`src/rtl/rwsbf_pkg.sv`:
```
`timescale 1ns / 1ps
package rwsbf_pkg;

  localparam int FRAME_CAPACITY = 8192;
  localparam int FB_W = $clog2(FRAME_CAPACITY + 8);
  localparam logic [FB_W-1:0] FB_LIMIT     = FB_W'(FRAME_CAPACITY - 6);
  localparam logic [FB_W-1:0] FB_OPEN_ADD  = FB_W'(8);
  localparam logic [FB_W-1:0] FB_WRITE_ADD = FB_W'(6);

  localparam logic [7:0] CMD_SEL_BANK0 = 8'he1;
  localparam logic [7:0] CMD_VAL_BANK0 = 8'he3;
  localparam logic [7:0] CMD_SEL_BANK1 = 8'he5;
  localparam logic [7:0] CMD_VAL_BANK1 = 8'he7;
  localparam logic [7:0] CMD_DATA      = 8'hfb;
  localparam logic [7:0] LINE_START    = 8'h00;
  localparam logic [7:0] LINE_END      = 8'h02;

  localparam int CFG_IDX_W = 2;
  localparam logic [CFG_IDX_W-1:0] CFG_DEVICE_ADDRESS  = 2'd0;
  localparam logic [CFG_IDX_W-1:0] CFG_DEVICE_REGISTER = 2'd1;
  localparam logic [7:0] DEVICE_ADDRESS_RST  = 8'd66;
  localparam logic [7:0] DEVICE_REGISTER_RST = 8'd18;

  localparam int QUEUE_DEPTH = 2;
  localparam int QPTR_W = $clog2(QUEUE_DEPTH);
  localparam int QCNT_W = $clog2(QUEUE_DEPTH + 1);

  localparam int CMD_IDX_W = 3;
  localparam logic [CMD_IDX_W-1:0] CMD_HDR_ADDR  = 3'd0;
  localparam logic [CMD_IDX_W-1:0] CMD_HDR_REG   = 3'd1;
  localparam logic [CMD_IDX_W-1:0] CMD_SEL       = 3'd2;
  localparam logic [CMD_IDX_W-1:0] CMD_REG       = 3'd3;
  localparam logic [CMD_IDX_W-1:0] CMD_VAL_SEL   = 3'd4;
  localparam logic [CMD_IDX_W-1:0] CMD_VAL       = 3'd5;
  localparam logic [CMD_IDX_W-1:0] CMD_DATA_SEL  = 3'd6;
  localparam logic [CMD_IDX_W-1:0] CMD_DATA_VAL  = 3'd7;

  localparam logic [2:0] LC_FULL = 3'd6;

  // close: end the open frame first; open: start byte and header.
  // close without open is a flush.
  typedef struct packed {
    logic       close;
    logic       open;
    logic       bank;
    logic [7:0] reg_index;
    logic [7:0] value;
    logic [7:0] hdr_addr;
    logic [7:0] hdr_reg;
  } job_t;

  typedef enum logic [2:0] {
    B_IDLE,
    B_CLOSE_LO,
    B_CLOSE_END,
    B_START,
    B_CMD,
    B_CMD2
  } back_state_t;

  function automatic logic [7:0] line_byte(input logic [6:0] grp);
    line_byte = {grp, 1'b1};
  endfunction

endpackage

```
`src/rtl/rwsbf_front.sv`:
```
`timescale 1ns / 1ps
module rwsbf_front import rwsbf_pkg::*; (
  input  logic                 clk,
  input  logic                 rst_n,
  input  logic                 in_valid,
  output logic                 in_ready,
  input  logic                 in_command,
  input  logic                 in_bank,
  input  logic [7:0]           in_reg_index,
  input  logic [7:0]           in_value,
  input  logic                 cfg_we,
  input  logic [CFG_IDX_W-1:0] cfg_index,
  input  logic [7:0]           cfg_data,
  input  logic                 q_full,
  output logic                 push,
  output job_t                 job
);

  logic [7:0]      dev_addr_r, dev_reg_r;
  logic [7:0]      frame_addr_r, frame_addr_nxt;
  logic [7:0]      frame_reg_r, frame_reg_nxt;
  logic [FB_W-1:0] fb_r, fb_nxt;
  logic            accept;
  logic            close, open;
  logic [FB_W-1:0] fb_base;

  assign in_ready = !q_full;
  assign accept   = in_valid && in_ready;

  always_comb begin
    close          = 1'b0;
    open           = 1'b0;
    push           = 1'b0;
    fb_base        = fb_r;
    fb_nxt         = fb_r;
    frame_addr_nxt = frame_addr_r;
    frame_reg_nxt  = frame_reg_r;
    if (accept) begin
      if (in_command) begin
        if (fb_r != '0) begin
          close  = 1'b1;
          push   = 1'b1;
          fb_nxt = '0;
        end
      end else begin
        close   = (fb_r > FB_LIMIT) ||
                  ((fb_r != '0) && ((frame_addr_r != dev_addr_r) ||
                                    (frame_reg_r != dev_reg_r)));
        fb_base = close ? '0 : fb_r;
        open    = (fb_base == '0);
        push    = 1'b1;
        fb_nxt  = fb_base + (open ? FB_OPEN_ADD : FB_WRITE_ADD);
        if (open) begin
          frame_addr_nxt = dev_addr_r;
          frame_reg_nxt  = dev_reg_r;
        end
      end
    end
  end

  assign job = '{close:     close,
                 open:      open,
                 bank:      in_bank,
                 reg_index: in_reg_index,
                 value:     in_value,
                 hdr_addr:  dev_addr_r,
                 hdr_reg:   dev_reg_r};

  always_ff @(posedge clk) begin
    if (!rst_n) begin
      dev_addr_r   <= DEVICE_ADDRESS_RST;
      dev_reg_r    <= DEVICE_REGISTER_RST;
      fb_r         <= '0;
      frame_addr_r <= '0;
      frame_reg_r  <= '0;
    end else begin
      fb_r         <= fb_nxt;
      frame_addr_r <= frame_addr_nxt;
      frame_reg_r  <= frame_reg_nxt;
      if (cfg_we) begin
        if (cfg_index == CFG_DEVICE_ADDRESS) begin
          dev_addr_r <= cfg_data;
        end else if (cfg_index == CFG_DEVICE_REGISTER) begin
          dev_reg_r <= cfg_data;
        end
      end
    end
  end

endmodule

```
`src/rtl/rwsbf_queue.sv`:
```
`timescale 1ns / 1ps
module rwsbf_queue import rwsbf_pkg::*; (
  input  logic clk,
  input  logic rst_n,
  input  logic push,
  input  job_t push_job,
  input  logic pop,
  output logic full,
  output logic head_valid,
  output job_t head
);

  job_t              mem_r [QUEUE_DEPTH];
  logic [QPTR_W-1:0] wr_ptr_r, rd_ptr_r;
  logic [QCNT_W-1:0] count_r;

  function automatic logic [QPTR_W-1:0] ptr_inc(input logic [QPTR_W-1:0] p);
    ptr_inc = (p == QPTR_W'(QUEUE_DEPTH - 1)) ? '0 : p + 1'b1;
  endfunction

  assign full       = (count_r == QCNT_W'(QUEUE_DEPTH));
  assign head_valid = (count_r != '0);
  assign head       = mem_r[rd_ptr_r];

  always_ff @(posedge clk) begin
    if (push) begin
      mem_r[wr_ptr_r] <= push_job;
    end
  end

  always_ff @(posedge clk) begin
    if (!rst_n) begin
      wr_ptr_r <= '0;
      rd_ptr_r <= '0;
      count_r  <= '0;
    end else begin
      if (push) begin
        wr_ptr_r <= ptr_inc(wr_ptr_r);
      end
      if (pop) begin
        rd_ptr_r <= ptr_inc(rd_ptr_r);
      end
      if (push && !pop) begin
        count_r <= count_r + 1'b1;
      end else if (pop && !push) begin
        count_r <= count_r - 1'b1;
      end
    end
  end

endmodule

```
`src/rtl/rwsbf_back.sv`:
```
`timescale 1ns / 1ps
module rwsbf_back import rwsbf_pkg::*; (
  input  logic       clk,
  input  logic       rst_n,
  input  logic       head_valid,
  input  job_t       head,
  output logic       pop,
  output logic       out_valid,
  input  logic       out_ready,
  output logic [7:0] out_byte,
  output logic       out_last
);

  back_state_t          state_r, state_nxt, eff;
  logic [CMD_IDX_W-1:0] idx_r, idx_nxt, cur_idx;
  logic [2:0]           lc_r, lc_nxt;
  logic [6:0]           lb_r, lb_nxt;
  logic                 out_valid_r;
  logic [7:0]           out_byte_r;
  logic                 out_last_r;
  logic                 adv, emit, last;
  logic [7:0]           line, cmd;
  logic [14:0]          acc, acc_sh;

  assign adv = !out_valid_r || out_ready;

  // dispatch the queue head in the same cycle the back end goes idle
  always_comb begin
    eff     = state_r;
    cur_idx = idx_r;
    if (state_r == B_IDLE && head_valid) begin
      cur_idx = CMD_SEL;
      if (head.close) begin
        eff = (lc_r != '0) ? B_CLOSE_LO : B_CLOSE_END;
      end else if (head.open) begin
        eff = B_START;
      end else begin
        eff = B_CMD;
      end
    end
  end

  always_comb begin
    unique case (cur_idx)
      CMD_HDR_ADDR: cmd = head.hdr_addr;
      CMD_HDR_REG:  cmd = head.hdr_reg;
      CMD_SEL:      cmd = head.bank ? CMD_SEL_BANK1 : CMD_SEL_BANK0;
      CMD_REG:      cmd = head.reg_index;
      CMD_VAL_SEL:  cmd = head.bank ? CMD_VAL_BANK1 : CMD_VAL_BANK0;
      CMD_VAL:      cmd = head.value;
      CMD_DATA_SEL: cmd = CMD_DATA;
      CMD_DATA_VAL: cmd = head.value;
      default:      cmd = CMD_DATA;
    endcase
  end

  assign acc    = {lb_r, cmd};
  assign acc_sh = acc >> (lc_r + 3'd1);

  always_comb begin
    state_nxt = state_r;
    idx_nxt   = idx_r;
    lc_nxt    = lc_r;
    lb_nxt    = lb_r;
    emit      = 1'b0;
    last      = 1'b0;
    pop       = 1'b0;
    line      = LINE_END;
    if (adv) begin
      unique case (eff)
        B_IDLE: begin
        end
        B_CLOSE_LO: begin
          emit      = 1'b1;
          line      = line_byte(lb_r);
          state_nxt = B_CLOSE_END;
        end
        B_CLOSE_END: begin
          emit   = 1'b1;
          line   = LINE_END;
          lc_nxt = '0;
          lb_nxt = '0;
          if (head.open) begin
            state_nxt = B_START;
          end else begin
            last      = 1'b1;
            pop       = 1'b1;
            state_nxt = B_IDLE;
          end
        end
        B_START: begin
          emit      = 1'b1;
          line      = LINE_START;
          idx_nxt   = CMD_HDR_ADDR;
          state_nxt = B_CMD;
        end
        B_CMD: begin
          emit    = 1'b1;
          line    = line_byte(acc_sh[6:0]);
          lb_nxt  = cmd[6:0];
          idx_nxt = cur_idx;
          if (lc_r == LC_FULL) begin
            lc_nxt    = '0;
            state_nxt = B_CMD2;
          end else begin
            lc_nxt = lc_r + 3'd1;
            if (cur_idx == CMD_DATA_VAL) begin
              last      = 1'b1;
              pop       = 1'b1;
              state_nxt = B_IDLE;
            end else begin
              idx_nxt   = cur_idx + 1'b1;
              state_nxt = B_CMD;
            end
          end
        end
        B_CMD2: begin
          emit = 1'b1;
          line = line_byte(cmd[6:0]);
          if (cur_idx == CMD_DATA_VAL) begin
            last      = 1'b1;
            pop       = 1'b1;
            state_nxt = B_IDLE;
          end else begin
            idx_nxt   = cur_idx + 1'b1;
            state_nxt = B_CMD;
          end
        end
        default: begin
        end
      endcase
    end
  end

  always_ff @(posedge clk) begin
    if (!rst_n) begin
      state_r     <= B_IDLE;
      idx_r       <= '0;
      lc_r        <= '0;
      lb_r        <= '0;
      out_valid_r <= 1'b0;
    end else begin
      state_r <= state_nxt;
      idx_r   <= idx_nxt;
      lc_r    <= lc_nxt;
      lb_r    <= lb_nxt;
      if (adv) begin
        out_valid_r <= emit;
      end
    end
  end

  always_ff @(posedge clk) begin
    if (adv && emit) begin
      out_byte_r <= line;
      out_last_r <= last;
    end
  end

  assign out_valid = out_valid_r;
  assign out_byte  = out_byte_r;
  assign out_last  = out_last_r;

endmodule

```
`src/rtl/register_write_seven_bit_framer.sv`:
```
`timescale 1ns / 1ps
// Sound-chip register write framer. Each write becomes six command bytes
// (eight with the frame header), packed MSB first into seven-bit groups and
// sent as (group << 1) | 1; a frame opens with 0x00. A flush, a full frame
// or a header change closes it with any leftover group and 0x02. The front
// end tracks the frame fill and header and hands jobs through a two-entry
// queue to the back end, which emits one line byte per cycle into the
// output register while out_ready does not stall it. A flush emits no
// bytes when no frame is open. Input transfers continue while the queue
// has room.
module register_write_seven_bit_framer import rwsbf_pkg::*; (
  input  logic                 clk,
  input  logic                 rst_n,
  input  logic                 in_valid,
  output logic                 in_ready,
  input  logic                 in_command,
  input  logic                 in_bank,
  input  logic [7:0]           in_reg_index,
  input  logic [7:0]           in_value,
  output logic                 out_valid,
  input  logic                 out_ready,
  output logic [7:0]           out_byte,
  output logic                 out_last,
  input  logic                 cfg_we,
  input  logic [CFG_IDX_W-1:0] cfg_index,
  input  logic [7:0]           cfg_data
);

  logic q_full, push, pop, head_valid;
  job_t job, head;

  rwsbf_front u_front (
    .clk          (clk),
    .rst_n        (rst_n),
    .in_valid     (in_valid),
    .in_ready     (in_ready),
    .in_command   (in_command),
    .in_bank      (in_bank),
    .in_reg_index (in_reg_index),
    .in_value     (in_value),
    .cfg_we       (cfg_we),
    .cfg_index    (cfg_index),
    .cfg_data     (cfg_data),
    .q_full       (q_full),
    .push         (push),
    .job          (job)
  );

  rwsbf_queue u_queue (
    .clk        (clk),
    .rst_n      (rst_n),
    .push       (push),
    .push_job   (job),
    .pop        (pop),
    .full       (q_full),
    .head_valid (head_valid),
    .head       (head)
  );

  rwsbf_back u_back (
    .clk        (clk),
    .rst_n      (rst_n),
    .head_valid (head_valid),
    .head       (head),
    .pop        (pop),
    .out_valid  (out_valid),
    .out_ready  (out_ready),
    .out_byte   (out_byte),
    .out_last   (out_last)
  );

endmodule
```
`config.mk`:
```
export PLATFORM = sky130hd
export DESIGN_NAME = register_write_seven_bit_framer
export DESIGN_NICKNAME = d
export VERILOG_FILES = /design/src/rtl/rwsbf_pkg.sv /design/src/rtl/rwsbf_front.sv /design/src/rtl/rwsbf_queue.sv /design/src/rtl/rwsbf_back.sv /design/src/rtl/register_write_seven_bit_framer.sv
export SDC_FILE = /design/constraint.sdc
export NUM_CORES = 1
export LEC_CHECK = 0
export BUFFER_PORTS_ARGS = -buffer_cell sky130_fd_sc_hd__buf_2
export CAP_MARGIN = 25
export CORE_UTILIZATION = 45
export CTS_CLUSTER_DIAMETER = 100
export DETAILED_ROUTE_END_ITERATION = 10
export GPL_TIMING_DRIVEN = 0
export PLACE_DENSITY_LB_ADDON = 0.3
export SLEW_MARGIN = 25
export SYNTH_ARGS = -nofsm -noshare
export SYNTH_HDL_FRONTEND = slang
export SYNTH_SLANG_ARGS = --single-unit
export TNS_END_PERCENT = 100
```
`constraint.sdc`:
```
create_clock -name clk -period 6.7 [get_ports clk]
set_input_delay 1.005 -clock clk [delete_from_list [all_inputs] [get_ports clk]]
set_output_delay 1.005 -clock clk [all_outputs]
set_load 0.01 [all_outputs]
```
## Yosys cells after proc, flatten, opt, wreduce, memory -nomap -nowiden

Memories as Yosys holds them, arrays and structs flattened. A register that Yosys moved wholly into a read port is not among the register bits.
Index checks and enable logic that the tools add are counted.

- $add $sub $neg: 7
- Order comparisons: 1
- Equal/unequal tests: 19
- Shift-type cells: 1
- Mux-type cells: 46
- Bitwise operators: 2
- Reductions and logical operators: 33

Operator list:

| cell | number |
|---|---|
| 8-bit case mux with 7 select lines | 1 |
| 14-bit 2-to-1 mux | 3 |
| 3-bit 2-to-1 mux | 12 |
| 8-bit case mux with 4 select lines | 1 |
| 3-bit equality test (second input constant) | 7 |
| 1-bit 2-to-1 mux | 19 |
| 8-bit inequality test | 2 |
| 3-bit case mux with 5 select lines | 1 |
| 15-bit by 3-bit >> shifter with 7-bit output | 1 |
| 14-bit adder | 1 |
| 14-bit by 13-bit greater-than comparator with 1-bit output (second input constant) | 1 |
| 14-bit logical NOT | 1 |
| 7-bit case mux with 2 select lines | 1 |
| 14-bit nonzero test | 1 |
| 3-bit by 2-bit equality test with 1-bit output (second input constant) | 4 |
| 3-bit case mux with 3 select lines | 1 |
| 3-bit AND reduction | 3 |
| 2-bit 2-to-1 mux | 4 |
| 2-bit AND reduction | 4 |
| 3-bit by 1-bit adder with 3-bit output (second input constant) | 2 |
| 3-bit by 1-bit equality test with 1-bit output (second input constant) | 2 |
| 1-bit logical AND | 6 |
| 3-bit logical NOT | 2 |
| 3-bit case mux with 2 select lines | 1 |
| 18 further kinds | 28 |

- Register bits: 76
- RAM bits: 70
- Input port bits: 33
- Memories kept: 1

Memories:

| memory | words | width | rd ports | clocked after memory_dff | write ports | line | RTL |
|---|---|---|---|---|---|---|---|
| u_queue.mem_r | 2 | 35 | 1 | 1 | 1 | rwsbf_queue.sv:13 | `job_t mem_r [QUEUE_DEPTH];` |

## Longest topological paths before layout

Gate-level depths: netlist (run 1).

- Depth in word-level cells: 11
- Depth in mapped cells: 15
- Gate-level depth less buffers: 15

## By module

From an unflattened synthesis (run 1), not the netlist that was laid out.

- Cells, all modules: 695
- Area total of the unflattened synthesis: 7,664.9 um^2

Modules (own cells, without submodules):

| module | times used | cells each | area each (um^2) |
|---|---|---|---|
| rwsbf_queue | 1 | 131 | 2,756.4 |
| rwsbf_front | 1 | 299 | 2,635.0 |
| rwsbf_back | 1 | 265 | 2,273.4 |

## Worst setup path before layout (run 1)

OpenSTA, ideal clock, no wires.

- Path type: flip-flop to flip-flop
- Start point: register u_back.state_r[0]
- End point: register u_back.out_byte_r[1] (netlist: u_back.out_byte[1]) (data pin)
- Library setup time: 259 ps
- Data arrival time: 3,258 ps
- Setup slack: 3,183 ps
- Cell stages (with the launch flop): 16
- Clock period less this slack: 3,517 ps
- Cell sequence: dfxtp_1 > or2_1 > buf_6 > nor3_1 > nor2_1 > inv_1 > ha_1 > ha_1 > clkbuf_1 > or3_1 > nor2b_1 > a211oi_1 > o311ai_2 > nand2_1 > mux2_2 > a211o_1

- Longest elaborated chain between the ends: 8

RTL lines:

| item | line | RTL |
|---|---|---|
| start, declared | rwsbf_back.sv:14 | `back_state_t state_r, state_nxt, eff;` |
| start signal, assigned | rwsbf_back.sv:143 | `state_r <= state_nxt;` |
| 3-bit logical NOT | rwsbf_back.sv:31 | `if (state_r == B_IDLE && head_valid) begin` |
| 1-bit logical AND | rwsbf_back.sv:31 |  |
| 3-bit 2-to-1 mux | rwsbf_back.sv:31 |  |
| 3-bit equality test | rwsbf_back.sv:44 | `unique case (cur_idx)` |
| 2-bit OR reduction (no line) | -- |  |
| 8-bit case mux with 7 select lines | rwsbf_back.sv:44 |  |
| 15-bit by 3-bit >> shifter with 7-bit output | rwsbf_back.sv:58 | `assign acc_sh = acc >> (lc_r + 3'd1);` |
| 8-bit case mux with 4 select lines * | rwsbf_back.sv:70 | `unique case (eff)` |
| end signal, assigned | rwsbf_back.sv:155 | `out_byte_r <= line;` |
| end, declared | rwsbf_back.sv:19 | `logic [7:0] out_byte_r;` |

Every way passes the cells marked *; elsewhere a longest branch is shown, timed or not.
A chain may end at the register's enable or synchronous reset.

## Final worst setup path (run 1)

- Start point: register u_back.state_r[0]
- End point: register u_back.out_byte_r[3] (netlist: u_back.out_byte[3]) (data pin)

The elaborated chain is that of the path after synthesis.

==> results of run 1 <==
[per-stage QoR]
stage / hold slack, ns / setup WS, ns / std cells
after floorplan: 0.4232 / 3.183 / 650
after global placement: 0.4347 / 2.303 / 904
after detailed placement: 0.4353 / 2.326 / 906
after CTS: 0.4481 / 2.309 / 938
after global routing: 0.4914 / 1.991 / 938
final: 0.4506 / 2.172 / 938
[cell families after synthesis]
family	count (synthesis)
multiplexers	76
AND/OR/NAND/NOR	190
adder cells (fa/ha/maj)	15
flip-flops	147
buffers and inverters	53
XOR/XNOR	24
AO/OA/AOI/OAI	145
[final cells by class]
type	instances	area, um^2
Fill cell	1403	7136
Sequential cell	147	3734
Multi-Input combinational cell	450	3246
Clock buffer	18	439.2
Timing Repair Buffer	45	270.3
Tap cell	211	264.0
Buffer	30	136.4
Clock inverter	14	116.4
Inverter	23	86.33
[synth_stat cells, types with 5 or more instances]
cell / instances
a211oi_1: 12
mux2i_1: 54
a31oi_1: 6
nor2b_1: 10
o211ai_1: 11
a22oi_1: 12
nand4_1: 7
mux2_2: 18
o21ai_0: 5
xor2_1: 19
and2_1: 7
inv_1: 20
nor3_1: 9
nand2b_1: 8
nand2_1: 36
dfxtp_1: 68
o211a_1: 5
a21oi_1: 30
nor4_1: 8
ha_1: 14
clkbuf_1: 16
xnor2_1: 5
nor2_1: 72
a21o_1: 10
edfxtp_1: 79
nand3_1: 16
o22ai_1: 6
buf_2: 7
[routing by layer]
layer | global-route usage (%) | wire (um)
met5 | 0 | 0
met4 | 8.512 | 348
met3 | 5.031 | 838
met2 | 36.88 | 8327
met1 | 27.40 | 7450
[registers in the layout, indices dropped and copies added (netlist names), named ones only]
name and cells:
u_back.lc_r 3, u_back.idx_r 3, u_queue.rd_ptr_r 1, u_back.lb_r 7, u_back.out_last 1, u_front.dev_reg_r 8
u_front.frame_reg_r 8, u_queue.mem_r 70, u_back.out_valid 1, u_front.frame_addr_r 8, u_back.out_byte 8, u_queue.wr_ptr_r 1
u_queue.count_r 2, u_back.state_r 3, u_front.fb_r 14, u_front.dev_addr_r 8
[final timing paths]
| check | startpoint | end | slack (ns) |
|---|---|---|---|
| setup / recovery | u_back.state_r[0] | u_back.out_byte[3] | 2.17 |
| hold / removal | u_front.fb_r[0] | u_front.fb_r[0] | 0.45 |
| setup reg to reg | u_back.state_r[0] | u_back.out_byte[3] | 2.17 |
| hold reg to reg | u_front.fb_r[0] | u_front.fb_r[0] | 0.45 |
[worst register-to-register path, delay by kind of cell (launching register included)]
family | cells | cell delay [ns]
AOI/OAI and AO/OA | 5 | 1.63
adders and majority gates | 2 | 0.35
buffers and inverters | 3 | 0.68
DFF | 1 | 0.37
and+or+nand+nor | 5 | 1.23
[power breakdown]
| part | switching [mW] | internal, mW | total (mW) |
|---|---|---|---|
| clock network | 0.397 | 0.492 | 0.889 |
| registers | 0.0713 | 1.13 | 1.20 |
| logic | 0.966 | 0.537 | 1.50 |
| total | 1.43 | 2.16 | 3.59 |
==> qor.yml, run 1 <==
logic_synthesis:
  yosysWarnings: 0
  synthAdderAreaFrac_pct: 2.714
  yosys.area_share.simple_pct: 12.47
  yosys_register_bits: 147
  synth_seq_area_share_pct: 51.90
  synthesis.area_um2: 7193
  syn-num-nets: 698
  synthTopCellsByArea: "edfxtp_1, dfxtp_1, mux2i_1, nor2_1, mux2_2"
  syn_inst: 650
  synth_compound_area_share_pct: 15.59
  synthMuxAreaShare_pct: 11.31
  async_flop_share_pct: 0
  synth_top_family_by_area: "compound AO/OA/AOI/OAI gates"
  synth.distinct_cells: 74
  synth_edf_count: 79
  synth_ff_type: "edfxtp_1"
  synth_xor_area_share_pct: 2.922
  synth_top_area_cell: "edfxtp_1"
  synth_top_area_share_pct: 32.98
  synth.avg_cell_area_um2: 11.07
clock_tree:
  clk_pin_slew_ns: 0.07
  post_cts_buffers: 0
  cts_tree: "done"
  ctsHoldBuffers: 0
  htreeDepth: 4
  cts_inserted_buffers: 17
  clockBufferDepth: 2
  cts_resized: 0
  cts.sink_count: 147
  root_buffer: "clkbuf_16"
  clock_latency_ns: 0.43
timing:
  tightest_slew_ns: 1.007
  finalSetupTns_ns: 0
  drv_slew: 0
  fin_crit_ns: 4.528
  final-hold-violation-count: 0
  fin_crit_sh_pct: 67.58
  fmax_mhz: 220.9
  max-slew-margin-rel_pct: 32.45
  finalSetupViolations: 0
  finClkSkew_ns: 0.01295
  rsz0062_at_grt: "no"
worst_setup_path:
  cp_num_buf_inv: 3
  path_cells: "or2_1 -> buf_6 -> nor3_1 -> nor2_1 -> inv_1 -> ha_1 -> ha_1 -> clkbuf_1 -> or3_1 -> nor2b_1 -> o2111ai_1 -> o21ai_0 -> o211ai_1 -> a31oi_1 -> o32ai_2"
  critPathMaxFanout: 10
  setup.worst_path.class: "reg2reg"
  cp-start-kind: "flop"
  crit_path_frequent_cell: "ha_1"
  slowest_stage: "o21ai_0"
  max_stage_delay_ns: 0.66
  ff2ff_path_depth: 15
  cp.arrival_ns: 4.69
  cp.depth: 15
  worst_ep_required_time_ns: 6.86
  crit_path_end_kind: "flop"
  path_delay_family: "compound AO/OA/AOI/OAI gates"
outcome:
  outcome: "completed"
routing:
  vias: 5437
  vias_per_cell: 5.796
  drt_first_iter_violations: 424
  avgRoutedWirePerCell_um: 18.09
  wirelength_mm: 16.96
  final_antenna_net_count: 0
  drc: 0
  dr.pass1.iters: 5
place:
  place_congestion: 0.8761
  hpwl_mm: 12.25
  port_buffers: 43
  place_area_um2: 7736
power_and_ir_drop:
  power.leakage_nw: 3.130
  power_density_nw_per_um2: 433.0
  peakVddDrop_v: 0.0002284
  total_power_mw: 3.590
floorplanning:
  core_um2: 15430
  die_y_um: 128.4
  core.rowCount: 45
  initial_core_util_pct: 46.63
  die_w_um: 128.4
  die_area_um2: 16490
  num_io_pins: 44
final_layout:
  syn_to_final_growth_pct: 15.27
  final_area_um2: 8292
  drive_gt1_share_pct: 16.64
  diodes: 0
  fin_util_pct: 53.75
  final_nets: 762
  final_common_cell: "edfxtp_1"
  most-common-layout-cells: "edfxtp_1, nor2_1, dfxtp_1, mux2i_1, buf_2"
global_route:
  grtUsageTotal_pct: 21.93
  grt_pass1_vias: 5324
  antenna_found_initial: 0
  overflow: 0
  grt_max_degree: 22
  grt_pass1_wl_mm: 27.64
worst_hold_path:
  holdPathStages: 2
  holdCritPathClass: "reg2reg"
job:
  max-cap-violations: 0
Note: power is estimated with default switching activity, not from simulation.
==> inputs of run 2 (changes only) <==
Settings changed: ABC_AREA from default to 1.
Clock period 6.7 ns to 3.7 ns, I/O delays scaled along.
==> qor.yml, run 2 <==
timing:
  final.setup.worst_slack_ns: 0.2855
  fin_crit_ns: 3.414
  fin_crit_sh_pct: 92.28
  finClkSkew_ns: 0.008098
  fmax_mhz: 292.9
  finalSetupTns_ns: 0
  drv_slew: 0
  finalSetupViolations: 0
  final-hold-violation-count: 0
  rsz0062_at_grt: "no"
  max-slew-margin-rel_pct: 46.08
  tightest_slew_ns: 0.8031
logic_synthesis:
  synth.distinct_cells: 46
  synth.most_common_cell: "nand2_1"
  yosys_register_bits: 147
  synthTopCellsByArea: "edfxtp_1, dfxtp_1, nand2_1, nand3_1, a21oi_1"
  synth_top_area_cell: "edfxtp_1"
  synthesis.area_um2: 7516
  synth_edf_count: 79
  syn_inst: 895
  synth.avg_cell_area_um2: 8.398
  yosysWarnings: 0
  syn-num-nets: 943
  synth_ff_type: "edfxtp_1"
  async_flop_share_pct: 0
  synth_top_area_share_pct: 31.56
  synth_seq_area_share_pct: 49.68
  yosys-top-cells-count: "nand2_1, nand3_1, nor2_1"
worst_setup_path:
  reg2reg_to: "u_front.fb_r[11]"
  cp-start-kind: "flop"
  path_cells: "inv_1 -> nand2_1 -> nand2_1 -> a21oi_2 -> nand2_1 -> nor2_1 -> nand2_1 -> nand2_2 -> buf_4 -> nand3_1 -> nand3_2 -> nor2_4 -> buf_6 -> inv_4 -> ha_2 -> inv_1 -> fa_2 -> or2_4 -> nand2_1 -> nand4_1 -> nor2_4 -> nand4_1 -> nand3_1 -> a21oi_1"
  slowest_stage: "dfxtp_2"
  cp.depth: 24
  path_delay_family: "simple AND/OR/NAND/NOR gates"
  worst_ep_required_time_ns: 3.98
  cp_num_buf_inv: 5
  ff2ff_path_depth: 24
  max_stage_delay_ns: 0.36
  startpoint: "u_front.dev_addr_r[4]"
  critPathMaxFanout: 10
  crit_end: "u_front.fb_r[11]"
  setup.worst_path.class: "reg2reg"
  reg2reg_slack_ns: 0.29
  rr_startpoint: "u_front.dev_addr_r[4]"
  crit_path_end_kind: "flop"
  crit_path_frequent_cell: "nand2_1"
  cp.arrival_ns: 3.70
floorplanning:
  initial_core_util_pct: 46.64
  core_um2: 16120
  core.rowCount: 46
  num_io_pins: 44
  die_y_um: 131.2
  die_w_um: 131.2
  die_area_um2: 17220
routing:
  vias: 6205
  final_antenna_net_count: 0
  wirelength_mm: 17.55
  vias_per_cell: 5.201
  drt_first_iter_violations: 450
  drc: 0
  dr.pass1.iters: 5
  avgRoutedWirePerCell_um: 14.71
global_route:
  overflow: 0
  antenna_found_initial: 0
  grt_max_degree: 25
  grt_pass1_wl_mm: 28.55
  grtUsageTotal_pct: 21.16
  grt_pass1_vias: 5814
final_layout:
  num-fill-cells: 1545
  regArea_um2: 3737
  reg.largest.list: "u_queue.mem_r x70, u_front.fb_r x14"
  multi_input_area_um2: 3344
  top_register: "u_queue.mem_r"
  syn_to_final_growth_pct: 16.50
  final_common_cell: "nand2_1"
  diodes: 0
  drive_gt1_share_pct: 16.38
  most-common-layout-cells: "nand2_1, nand3_1, nor2_1, inv_1, a21oi_1"
  final_cells: 1193
  final_nets: 1012
  fin_util_pct: 54.33
  largest_reg_flops: 70
place:
  place_ws_ns: -0.1675
  port_buffers: 43
  place_congestion: 0.9347
  post-place-cells: 1156
  hpwl_mm: 12.52
job:
  max-cap-violations: 0
power_and_ir_drop:
  peakVddDrop_v: 0.0003917
  power_density_nw_per_um2: 771.8
  power.leakage_nw: 3.547
  total_power_mw: 6.758
clock_tree:
  cts_tree: "done"
  htreeDepth: 4
  clk_pin_slew_ns: 0.06
  ctsHoldBuffers: 0
  clockBufferDepth: 2
  root_buffer: "clkbuf_16"
  clock_latency_ns: 0.43
  cts_inserted_buffers: 17
  cts.sink_count: 147
outcome:
  outcome: "completed"
worst_hold_path:
  holdCritPathClass: "in2reg"
## run 2: layer usage
metal  GRT usage, %  vias to the layer above  part of all wire [%]
li1               -                     3128                     -
met1          27.23                     2847                    46
met2          35.14                      209                    48
met3          4.514                       21                   5.0
met4          7.190                        0                   1.4
met5              0                        -                     0
## run 2: how the worst min path moves through the flow
stage                     cells after the start              endpoint  slack [ns]             from
after floorplan                               2       u_back.idx_r[0]        0.42  u_back.idx_r[0]
after global placement                        2       u_back.idx_r[0]        0.43  u_back.idx_r[0]
after detailed placement                      2       u_back.idx_r[0]        0.44  u_back.idx_r[0]
after CTS                                     1  u_queue.mem_r[1][17]        0.30      in_value[1]
after global routing                          1  u_queue.mem_r[0][21]        0.31      in_value[5]
final                                         1  u_queue.mem_r[0][29]        0.32  in_reg_index[5]
## run 2: layout make-up
cell class | count | area share (%)
tap | 216 | 3.087
buffer | 29 | 1.643
clock inverter | 13 | 1.815
multi-input combinational | 622 | 38.20
inverter | 97 | 4.287
clock buffer | 19 | 4.944
timing repair buffer | 50 | 3.344
sequential | 147 | 42.68
## run 2: worst reg2reg max path: cells and delay by family (launching register included)
| family | cells | cell delay [ns] |
|---|---|---|
| compound gates | 2 | 0.20 |
| fa+ha+maj | 2 | 0.52 |
| buf+inv | 5 | 0.50 |
| flops | 1 | 0.36 |
| simple gates | 15 | 1.72 |
## run 2: per-stage QoR
step,hold slack [ns],area [um^2]
CTS,0.3012,8672
detailed placement,0.4450,8056
global placement,0.4348,8001
floorplan,0.4237,7516
global route,0.3052,8756
finish,0.3194,8756
## run 2: cell families after synthesis
| family | share of synthesized area (%) |
|---|---|
| compound gates | 11.22 |
| flops | 49.68 |
| mux | 1.731 |
| xor+xnor | 1.865 |
| fa+ha+maj | 2.597 |
| buf+inv | 6.809 |
| simple gates | 26.10 |
## run 2: repair_timing
action,in CTS,in global routing
pin swaps,2,7
gates resized for setup,3,17
buffers inserted,2,3
setup endpoints to repair,5,5
## run 2: where the power goes
| part | switching, mW | internal (mW) | total, mW |
|---|---|---|---|
| clock network | 0.668 | 1.06 | 1.72 |
| registers | 0.122 | 2.06 | 2.19 |
| logic | 1.95 | 0.897 | 2.85 |
